==> src/rtl/flsm_pkg.sv <==
// types and codes for the firmware lifecycle state machine
package flsm_pkg;

  // state codes; the top code also marks "no request pending"
  typedef enum logic [2:0] {
    ST_S0         = 3'd0,
    ST_IDLE       = 3'd1,
    ST_CONFIGURED = 3'd2,
    ST_OPREADY    = 3'd3,
    ST_STOPPING   = 3'd4,
    ST_ERROR      = 3'd5,
    ST_FATAL      = 3'd6,
    ST_NONE       = 3'd7
  } state_t;

  typedef enum logic [2:0] {
    CMD_NONE      = 3'd0,
    CMD_CONFIGURE = 3'd1,
    CMD_START     = 3'd2,
    CMD_STOP      = 3'd3,
    CMD_IDLE      = 3'd4,
    CMD_RECOVER   = 3'd5,
    CMD_CLEAR     = 3'd6,
    CMD_UNKNOWN   = 3'd7
  } cmd_t;

  typedef enum logic [2:0] {
    ACT_NONE      = 3'd0,
    ACT_ENTER_CFG = 3'd1,
    ACT_ENTER_OP  = 3'd2,
    ACT_EXIT_OP   = 3'd3,
    ACT_EXIT_ERR  = 3'd4
  } act_t;

  localparam logic [1:0] FAULT_ERROR = 2'd1;
  localparam logic [1:0] FAULT_FATAL = 2'd2;

endpackage

==> src/rtl/firmware_lifecycle_state_machine_core.sv <==
// firmware lifecycle state machine: input register, transition logic, result register
// Each accepted word is one pass of the control loop and yields exactly one result word.
// A word is captured in the input register. The transition and state-action logic works on
// the registered word and writes both the held state and the result register when the
// word advances, which waits while a held result is not taken. One word is taken every
// cycle while the output side keeps up; a held result stalls the input once the input
// register is also full. The rate is set by the transition logic feeding the state
// registers back to itself. Once FATAL is reached every later word repeats FATAL.
module firmware_lifecycle_state_machine_core (
  input  logic             clk,
  input  logic             rst,
  input  logic             in_valid,
  output logic             in_ready,
  input  logic [2:0]       func,
  input  logic [1:0]       fault_request,
  input  logic [3:0]       action_status,
  input  logic [3:0]       init_status,
  output logic             out_valid,
  input  logic             out_ready,
  output flsm_pkg::state_t state_now,
  output logic [3:0]       status_now,
  output flsm_pkg::act_t   action_fired,
  output logic             clear_diag_pulse,
  output logic             state_changed
);
  import flsm_pkg::*;

  // input register
  logic       s1_valid;
  cmd_t       s1_func;
  logic [1:0] s1_fault;
  logic [3:0] s1_act;
  logic [3:0] s1_init;
  logic       advance;

  // held state
  state_t     current_state;
  state_t     pending_request;
  logic [3:0] status_reg;
  logic       recover_flag;

  // pass logic
  state_t     req;
  state_t     nxt;
  logic [3:0] trans;
  act_t       action;
  logic       pulse;
  logic       changed;
  state_t     current_state_next;
  state_t     pending_request_next;
  logic [3:0] status_reg_next;
  logic       recover_flag_next;

  assign advance  = s1_valid && (!out_valid || out_ready);
  assign in_ready = !s1_valid || advance;

  always_ff @(posedge clk) begin
    if (rst) begin
      s1_valid <= 1'b0;
    end else if (in_ready) begin
      s1_valid <= in_valid;
    end
    if (in_valid && in_ready) begin
      s1_func  <= cmd_t'(func);
      s1_fault <= fault_request;
      s1_act   <= action_status;
      s1_init  <= init_status;
    end
  end

  // request mapping and transitions
  always_comb begin
    req    = pending_request;
    pulse  = 1'b0;
    trans  = 4'd0;
    action = ACT_NONE;
    nxt    = current_state;
    case (s1_func)
      CMD_CONFIGURE:         req = ST_CONFIGURED;
      CMD_START:             req = ST_OPREADY;
      CMD_STOP:              req = ST_STOPPING;
      CMD_IDLE, CMD_RECOVER: req = ST_IDLE;
      CMD_CLEAR:             pulse = 1'b1;
      default:               ;
    endcase
    if (s1_fault == FAULT_ERROR) begin
      req = ST_ERROR;
    end else if (s1_fault == FAULT_FATAL) begin
      req = ST_FATAL;
    end

    if (current_state == ST_FATAL) begin
      pulse = 1'b0;
    end else if (req == ST_ERROR || req == ST_FATAL) begin
      trans = status_reg;
      nxt   = req;
    end else begin
      unique case (current_state)
        ST_S0: begin
          if (req == ST_IDLE) nxt = ST_IDLE;
        end
        ST_IDLE: begin
          if (req == ST_CONFIGURED) begin
            action = ACT_ENTER_CFG;
            trans  = s1_act;
            nxt    = ST_CONFIGURED;
          end
        end
        ST_CONFIGURED: begin
          if (req == ST_IDLE) begin
            nxt = ST_IDLE;
          end else if (req == ST_CONFIGURED) begin
            action = ACT_ENTER_CFG;
            trans  = s1_act;
            nxt    = ST_CONFIGURED;
          end else if (req == ST_OPREADY) begin
            action = ACT_ENTER_OP;
            trans  = s1_act;
            nxt    = ST_OPREADY;
          end
        end
        ST_OPREADY: begin
          if (req == ST_STOPPING) begin
            action = ACT_EXIT_OP;
            trans  = s1_act;
            nxt    = ST_STOPPING;
          end
        end
        ST_STOPPING: begin
          nxt = ST_CONFIGURED;
          if (req == ST_IDLE) begin
            action = ACT_EXIT_ERR;
            nxt    = ST_IDLE;
          end
        end
        ST_ERROR: begin
          if (req == ST_IDLE) begin
            action = ACT_EXIT_ERR;
            nxt    = ST_IDLE;
          end
        end
        default: nxt = ST_S0;
      endcase
    end

    // a failing action diverts to error
    if (trans != 4'd0 && nxt != ST_FATAL) nxt = ST_ERROR;
    changed = (nxt != current_state);
  end

  // state action: status, follow-up request and auto-recovery
  always_comb begin
    current_state_next   = nxt;
    status_reg_next      = changed ? trans : status_reg;
    pending_request_next = pending_request;
    recover_flag_next    = recover_flag;
    if (nxt != ST_FATAL) begin
      pending_request_next = ST_NONE;
      if (nxt == ST_S0) begin
        status_reg_next      = s1_init;
        pending_request_next = (s1_init != 4'd0) ? ST_FATAL : ST_IDLE;
      end
      if (nxt == ST_OPREADY) recover_flag_next = 1'b0;
      if (nxt == ST_ERROR)   recover_flag_next = 1'b1;
      if (recover_flag_next) begin
        if (nxt == ST_ERROR)           pending_request_next = ST_IDLE;
        else if (nxt == ST_IDLE)       pending_request_next = ST_CONFIGURED;
        else if (nxt == ST_CONFIGURED) pending_request_next = ST_OPREADY;
      end
    end else if (current_state != ST_FATAL) begin
      pending_request_next = ST_NONE;
    end
  end

  always_ff @(posedge clk) begin
    if (rst) begin
      current_state   <= ST_S0;
      pending_request <= ST_NONE;
      status_reg      <= 4'd0;
      recover_flag    <= 1'b0;
      out_valid       <= 1'b0;
    end else begin
      if (advance) begin
        current_state   <= current_state_next;
        pending_request <= pending_request_next;
        status_reg      <= status_reg_next;
        recover_flag    <= recover_flag_next;
        out_valid       <= 1'b1;
      end else if (out_ready) begin
        out_valid <= 1'b0;
      end
    end
    if (advance) begin
      state_now        <= current_state_next;
      status_now       <= status_reg_next;
      action_fired     <= action;
      clear_diag_pulse <= pulse;
      state_changed    <= changed;
    end
  end

endmodule

==> config.mk <==
export PLATFORM = sky130hd
export DESIGN_NAME = firmware_lifecycle_state_machine_core
export DESIGN_NICKNAME = d
export VERILOG_FILES = /design/src/rtl/flsm_pkg.sv /design/src/rtl/firmware_lifecycle_state_machine_core.sv
export SDC_FILE = /design/constraint.sdc
export NUM_CORES = 1
export LEC_CHECK = 0
export BUFFER_PORTS_ARGS = -buffer_cell sky130_fd_sc_hd__buf_2
export CORE_UTILIZATION = 55
export DETAILED_ROUTE_END_ITERATION = 6
export PLACE_DENSITY = 0.77
export RECOVER_POWER = 25
export REMOVE_ABC_BUFFERS = 1
export SKIP_CTS_REPAIR_TIMING = 1
export SYNTH_ARGS = -nofsm -noshare
export SYNTH_HDL_FRONTEND = slang
export SYNTH_SLANG_ARGS = --single-unit
==> constraint.sdc <==
create_clock -name clk -period 3.5 [get_ports clk]
set_input_delay 0.35 -clock clk [delete_from_list [all_inputs] [get_ports clk]]
set_output_delay 0.35 -clock clk [all_outputs]
set_load 0.02 [all_outputs]
# Word-level counts from Yosys, hierarchy flattened
# Cells that the tools add are included.
# op_classes
eq_ne	28
muxes	46
reduce_logical	20
# op_table
operator	count
$mux 3	20
$mux 4	10
$eq 3x3->1 const B	10
$eq 3x2->1 const B	8
$pmux 3 s4	2
$pmux 3 s5	1
$eq 3x1->1 const B	4
$pmux 4 s3	1
$mux 2	5
$ne 3x3->1 const B	3
$reduce_bool 4->1	2
$reduce_or 2->1	4
$mux 1	7
$logic_not 3->1	2
$reduce_and 2->1	2
$reduce_bool 2->1	2
$logic_and 1x1->1	3
$logic_or 1x1->1	3
$ne 3x3->1	1
$eq 2x1->1 const B	1
$eq 2x2->1 const B	1
$logic_not 1->1	2
# totals
register_bits	38
input_bits	17
out_inout_bits	14

# Longest topological paths before layout
# Gate-level depths: netlist of the first run.
# logic_depth
ltp_word	22
depth_mapped	12
depth_no_buf	9

# Least setup slack after synthesis of the first run
# Ideal clock, no wire load.
# synth_timing
path_type	flip-flop to flip-flop
start	reg s1_func[2]
end	reg pending_request[2]
setup_ns	0.122
arrival_time_ns	2.964
required_time_ns	3.378
setup_slack_ns	0.414
stages_incl_launch_ff	12
n_path_buf	2
synth_period_minus_slack_ns	3.086
path_cell_list	edfxtp_1 > or4b_1 > and4_4 > buf_6 > a211o_1 > or3_1 > and2_4 > or2_1 > and2_1 > clkbuf_1 > o211a_1 > a221o_1
# synth_between
elab_chain_len	22
elab_cells_between_ends	55
# synth_rtl
item	line_no	text
from (decl)	firmware_lifecycle_state_machine_core.sv:30	cmd_t s1_func;
from (signal assigned)	firmware_lifecycle_state_machine_core.sv:64	s1_func <= cmd_t'(func);
$eq 3x3->1	firmware_lifecycle_state_machine_core.sv:78	case (s1_func)
$reduce_or 2->1	firmware_lifecycle_state_machine_core.sv:78	
$pmux 3 s4 *	firmware_lifecycle_state_machine_core.sv:78	
$mux 3 *	firmware_lifecycle_state_machine_core.sv:88	end else if (s1_fault == FAULT_FATAL) begin
$mux 3 *	firmware_lifecycle_state_machine_core.sv:86	if (s1_fault == FAULT_ERROR) begin
$eq 3x2->1	firmware_lifecycle_state_machine_core.sv:116	end else if (req == ST_OPREADY) begin
$mux 3 / $mux 4 (equally long branches)	firmware_lifecycle_state_machine_core.sv:116	
$mux 3 / $mux 4 (equally long branches)	firmware_lifecycle_state_machine_core.sv:112	end else if (req == ST_CONFIGURED) begin
[... 6 more ...]	--	
$mux 3 *	firmware_lifecycle_state_machine_core.sv:147	if (trans != 4'd0 && nxt != ST_FATAL) nxt = ST_ERROR;
$logic_not 3->1	firmware_lifecycle_state_machine_core.sv:159	if (nxt == ST_S0) begin
$mux 3	firmware_lifecycle_state_machine_core.sv:159	
$mux 3	firmware_lifecycle_state_machine_core.sv:168	else if (nxt == ST_CONFIGURED) pending_request_next = ST_OPREADY;
$mux 3	firmware_lifecycle_state_machine_core.sv:167	else if (nxt == ST_IDLE) pending_request_next = ST_CONFIGURED;
$mux 3	firmware_lifecycle_state_machine_core.sv:166	if (nxt == ST_ERROR) pending_request_next = ST_IDLE;
$mux 3	firmware_lifecycle_state_machine_core.sv:165	if (recover_flag_next) begin
$mux 3	firmware_lifecycle_state_machine_core.sv:157	if (nxt != ST_FATAL) begin
to (signal assigned)	firmware_lifecycle_state_machine_core.sv:185	pending_request <= pending_request_next;
to (decl)	firmware_lifecycle_state_machine_core.sv:38	state_t pending_request;
# Mark *: on every way between the ends. The rest lies on a longest branch, timed or not. The select of a mux whose other input is x is not followed.
# A chain may end at the register's enable or synchronous reset.

# Worst setup path after layout of the first run
# layout_timing
start	reg s1_func[2]
end	reg status_reg[3]
# layout_between
elab_chain_len	19
elab_cells_between_ends	44
# layout_rtl
item	line_no	text
$eq 3x3->1	firmware_lifecycle_state_machine_core.sv:78	
$reduce_or 2->1	firmware_lifecycle_state_machine_core.sv:78	
$pmux 3 s4 *	firmware_lifecycle_state_machine_core.sv:78	
$mux 3 *	firmware_lifecycle_state_machine_core.sv:88	
$mux 3 *	firmware_lifecycle_state_machine_core.sv:86	
$eq 3x2->1	firmware_lifecycle_state_machine_core.sv:116	
$mux 3 / $mux 4 (equally long branches)	firmware_lifecycle_state_machine_core.sv:116	
$mux 3 / $mux 4 (equally long branches)	firmware_lifecycle_state_machine_core.sv:112	
[... 3 more ...]	--	
$mux 3 / $mux 4 (equally long branches)	firmware_lifecycle_state_machine_core.sv:92	if (current_state == ST_FATAL) begin
$ne 3x3->1 / $reduce_bool 4->1 (equally long branches)	firmware_lifecycle_state_machine_core.sv:147	
$logic_and 1x1->1	firmware_lifecycle_state_machine_core.sv:147	
$mux 3	firmware_lifecycle_state_machine_core.sv:147	
$ne 3x3->1	firmware_lifecycle_state_machine_core.sv:148	changed = (nxt != current_state);
$mux 4	firmware_lifecycle_state_machine_core.sv:154	status_reg_next = changed ? trans : status_reg;
$mux 4	firmware_lifecycle_state_machine_core.sv:159	
$mux 4 *	firmware_lifecycle_state_machine_core.sv:157	
to (signal assigned)	firmware_lifecycle_state_machine_core.sv:186	status_reg <= status_reg_next;
to (decl)	firmware_lifecycle_state_machine_core.sv:39	logic [3:0] status_reg;
# Mark *: on every way between the ends. The rest lies on a longest branch, timed or not.

==> impl_metrics.json, run 1 <==
{
  "grt_max_degree": 27,
  "fp.dieW_um": 64.6,
  "setup-tns-final_ns": 0,
  "power_density_nw_per_um2": 494,
  "clk_pin_slew_ns": 0.07,
  "final_cell_area_um2": 2450,
  "cts_tree": "built",
  "fillerInstances": 316,
  "synthFlopType": "edfxtp_1",
  "fmax_ghz": 0.309,
  "crit_path_max_fanout": 15,
  "setup_viol": 0,
  "yosysSeqAreaShare": 0.470,
  "cts_made_buffers": 5,
  "first_pass_iters": 4,
  "dpl.hpwl_um": 3040,
  "pre_cts_ws_ns": 0.325,
  "synth_area_um2": 2150,
  "async_flop_share": 0,
  "antenna_found_initial": 0,
  "clock_path_buffers": 2,
  "layout.area.seq_um2": 1010,
  "finalWirelength_um": 4430,
  "numPortBuffers": 30,
  "synth_top_cell_by_area": "edfxtp_1",
  "wl_per_cell_um": 14.3,
  "crit_arrival_ns": 3.43,
  "multi_input_area_um2": 1070,
  "die-area_um2": 4170,
  "period_share": 0.923,
  "syn_to_final_growth_pct": 14.1,
  "io_pins": 31,
  "crit_required_ns": 3.70,
  "diodes": 0,
  "dpl_cell_area_um2": 2350,
  "start_util": 0.579,
  "period_minus_slack_ns": 3.23,
  "htree_num_levels": 2,
  "hold_viol": 0,
  "hold_class": "input pin to register",
  "grt.total_usage": 0.234,
  "fin_nets": 278,
  "drv_slew": 0,
  "worst_pin_slew_ns": 0.844,
  "synthDistinctLibCells": 54,
  "dr_total_vias": 1897,
  "syn_inst": 231,
  "grt_pass1_vias": 1609,
  "synth_top_area_frac": 0.349,
  "crit_path_start_kind": "register",
  "ant_nets": 0,
  "die_h_um": 64.6,
  "worst_slack_ns": 0.269,
  "synth_edf_count": 25,
  "rsz0062_at_grt": "false",
  "synth_warnings": 0,
  "avgSynthCellArea_um2": 9.32,
  "clock_skew_ns": 0.00569,
  "grt_first_pass_wirelength_um": 7400,
  "layout-drive-gt1-share": 0.176,
  "slew_headroom": 0.437,
  "clkSinkCount": 38,
  "clock_latency_ns": 0.29,
  "rows": 22,
  "gp_congestion": 0.906,
  "cts_root_buf": "clkbuf_8",
  "status": "completed",
  "critical_path_class": "register to register",
  "overflow": 0,
  "total_power_mw": 1.21,
  "max-cap-violations": 0,
  "ir_drop_mv": 0.291,
  "drt_iter0_markers": 238,
  "drc": 0,
  "p_leak_nw": 0.898,
  "ys_seq_elements": 38,
  "via_per_inst": 6.14,
  "core_area_um2": 3720,
  "synthTopCellsByArea": "edfxtp_1 (35%), dfxtp_1 (12%), nand2_1 (5.2%), nor2_1 (4.4%), o21ai_0 (3.5%)",
  "endpoint_kind": "register"
}
stage by stage:
stage / std cells / hold WS, ns / util
after CTS: 309 / 0.229 / 0.662
after detailed placement: 302 / 0.451 / 0.632
after floorplan: 219 / 0.419 / -
final: 309 / 0.233 / 0.661
after global routing: 309 / 0.226 / 0.661
after global placement: 302 / 0.448 / 0.632
report_power, final:
group | switching (mW) | internal (mW)
combinational | 0.173 | 0.117
sequential | 0.0294 | 0.520
clock | 0.146 | 0.228
routing by layer:
metal  part of all wire  vias to the layer above  global-route usage
met5                  0                        -                   0
met4              0.022                        0              0.0750
met3              0.072                       12              0.0528
met2               0.44                       79               0.351
met1               0.46                      862               0.333
li1                   -                      944                   -
critical path, stage by stage (launching register included):
cell and delay [ns]:
edfxtp_1 0.48, or4b_1 0.54, and4_4 0.25, a211o_1 0.33
or3_1 0.38, and2_4 0.18, o221a_4 0.24, o22ai_4 0.33
mux2i_1 0.13, a221oi_1 0.28
cell usage after synthesis (5+ instances only):
cell type / n
inv_1: 6
a21oi_1: 8
a221oi_1: 5
clkbuf_1: 11
nand2_1: 30
edfxtp_1: 25
a22oi_1: 5
a31oi_1: 6
dfxtp_1: 13
nor2_1: 25
o21ai_0: 15
nor3_1: 5
nand3_1: 8
logic make-up (layout without fill, tap and decap cells):
group           after synthesis  after routing  synth area share
compound gates               71             71             0.247
simple gates                 98             98             0.222
flops                        38             38             0.470
xor+xnor                      2              2           0.00814
mux                           4              4            0.0186
buf+inv                      18             48            0.0349
path summary, 6_finish.rpt:
check                          start                 end  slack [ns]  cells after the start
setup / recovery          s1_func[2]       status_reg[3]        0.27                      9
setup reg to reg          s1_func[2]       status_reg[3]        0.27                      9
hold reg to reg   pending_request[1]  pending_request[1]        0.46                      1
hold / removal      action_status[1]           s1_act[1]        0.23                      1
layout make-up:
| cell class | instances | area share |
|---|---|---|
| inverter | 6 | 0.00917 |
| timing repair buffer | 35 | 0.0744 |
| clock inverter | 1 | 0.0122 |
| clock buffer | 6 | 0.0336 |
| multi-input combinational | 175 | 0.434 |
| sequential | 38 | 0.412 |
| tap | 48 | 0.0245 |
cell usage in the layout (no fill, tap or decap), drive strengths merged, types with 3 or more instances in the layout:
master / netlist / final
nor3: 5 / 5
buf: 1 / 31
edfxtp: 25 / 25
o221a: 3 / 3
nor2: 25 / 25
nor4: 4 / 4
clkbuf: 11 / 10
nand2b: 3 / 3
o221ai: 3 / 3
nand2: 30 / 30
a21oi: 8 / 8
nand3: 8 / 8
and3: 3 / 3
a31oi: 6 / 6
and2: 4 / 4
mux2i: 4 / 4
a221o: 3 / 3
a22oi: 5 / 5
o21ai: 17 / 17
inv: 6 / 6
nor2b: 4 / 4
dfxtp: 13 / 13
a221oi: 5 / 5
No activity file was read; power rests on OpenSTA's default activity.
==> run 2, diff against run 1 <==
Settings changed: CORE_ASPECT_RATIO set to 1.5, SLEW_MARGIN set to 20.
==> impl_metrics.json, run 2 (same netlist as run 1, synthesis figures left out) <==
{
  "hold_class": "input pin to register",
  "slew_headroom": 0.643,
  "start_util": 0.579,
  "clock_latency_ns": 0.29,
  "rows": 27,
  "critPathLaunch": "s1_func[2]",
  "rsz0062_at_grt": "false",
  "cts_tree": "built",
  "clk_pin_slew_ns": 0.07,
  "regToRegEndpoint": "status_reg[3]",
  "drv_slew": 0,
  "clkSinkCount": 38,
  "r2r_cells": 10,
  "first_pass_iters": 4,
  "grt_first_pass_wirelength_um": 7490,
  "crit_chain": "or4b_1 -> and4_4 -> a211o_1 -> or3_1 -> and2_4 -> o221a_4 -> o22ai_4 -> buf_4 -> mux2i_1 -> a221oi_1",
  "period_minus_slack_ns": 3.26,
  "die_h_um": 78.6,
  "dr_total_vias": 1944,
  "pre_cts_ws_ns": 0.229,
  "crit_arrival_ns": 3.45,
  "ir_drop_mv": 0.405,
  "endpoint_kind": "register",
  "grt_pass1_vias": 1680,
  "dpl_cell_area_um2": 2360,
  "drt_iter0_markers": 110,
  "io_pins": 31,
  "diodes": 0,
  "setup_viol": 0,
  "overflow": 0,
  "crit_path_start_kind": "register",
  "crit_path_max_fanout": 15,
  "r2r_start": "s1_func[2]",
  "layout-drive-gt1-share": 0.192,
  "clock_skew_ns": 0.00212,
  "htree_num_levels": 2,
  "critical_path_class": "register to register",
  "fp.dieW_um": 53.1,
  "fmax_ghz": 0.307,
  "antenna_found_initial": 0,
  "power_density_nw_per_um2": 474,
  "fin_nets": 282,
  "ant_nets": 0,
  "p_leak_nw": 0.909,
  "crit_required_ns": 3.70,
  "max_stage_delay_ns": 0.54,
  "status": "completed",
  "grt_max_degree": 26,
  "crit_path_end": "status_reg[3]",
  "hold_viol": 0,
  "final_cell_mix": "nand2_1 (30), buf_2 (26), nor2_1 (25), edfxtp_1 (25), o21ai_0 (15)",
  "syn_to_final_growth_pct": 14.4,
  "cts_made_buffers": 5,
  "finalCoreUtilization": 0.662,
  "max-cap-violations": 0,
  "via_per_inst": 6.29,
  "setup-tns-final_ns": 0,
  "worst_slack_ns": 0.244,
  "die-area_um2": 4170,
  "numPortBuffers": 30,
  "crit_slowest_cell": "or4b_1",
  "period_share": 0.930,
  "layout_commonest_cell": "nand2_1",
  "grt.total_usage": 0.246,
  "cts_root_buf": "clkbuf_8",
  "core_area_um2": 3720,
  "clock_path_buffers": 2,
  "finalWirelength_um": 4690,
  "gp_congestion": 0.917,
  "r2r_slack_ns": 0.24,
  "worst_pin_slew_ns": 0.530,
  "wl_per_cell_um": 15.2,
  "drc": 0,
  "final_cell_area_um2": 2460,
  "dpl.hpwl_um": 3250
}
-- run 2: cell types whose count changed in the layout (fill, tap and decap cells not counted), sizes merged --
cell / change
buf: +4
bufinv: -1
clkinv: +1
clkinvlp: +1
-- run 2: worst min path at each step --
| stage | start | end | slack (ns) | cells past startpoint |
|---|---|---|---|---|
| final | action_status[2] | s1_act[2] | 0.23 | 1 |
| after global routing | func[0] | s1_func[0] | 0.22 | 1 |
| after CTS | func[2] | s1_func[2] | 0.22 | 1 |
| after detailed placement | pending_request[1] | pending_request[1] | 0.45 | 1 |
| after global placement | pending_request[1] | pending_request[1] | 0.45 | 1 |
| after floorplan | rst | current_state[1] | 0.42 | 1 |
-- run 2: layout make-up --
cell class	count	area, µm²
sequential	38	1010
fill	316	1250
tap	43	53.8
clock inverter	2	12.5
inverter	6	22.5
multi-input combinational	175	1070
timing repair buffer	39	213
clock buffer	6	82.6
-- run 2: layer usage --
metal  track usage  share of wire
met5             0              0
met4         0.118          0.027
met3        0.0601          0.067
met2         0.392           0.51
met1         0.301           0.40
-- run 2: report_power, final --
part	internal, mW	total [mW]	leakage [nW]	switching, mW
clock	0.158	0.313	0.0472	0.155
sequential	0.520	0.546	0.347	0.0264
combinational	0.126	0.307	0.515	0.181
total	0.804	1.17	0.909	0.362
-- run 2: stage by stage --
stage / power (mW) / hold WS (ns) / std cells
floorplan: 0.764 / 0.419 / 219
global placement: 0.845 / 0.450 / 299
detailed placement: 0.849 / 0.451 / 299
CTS: 1.16 / 0.223 / 307
global route: 1.23 / 0.218 / 309
finish: 1.17 / 0.230 / 309
-- run 2: critical path, delay by kind of cell (launching register included) --
kind / cells / cell delay (ns)
AOI/OAI and AO/OA: 4 / 1.08
buffers and inverters: 1 / 0.19
DFF: 1 / 0.47
muxes: 1 / 0.07
and+or+nand+nor: 4 / 1.36
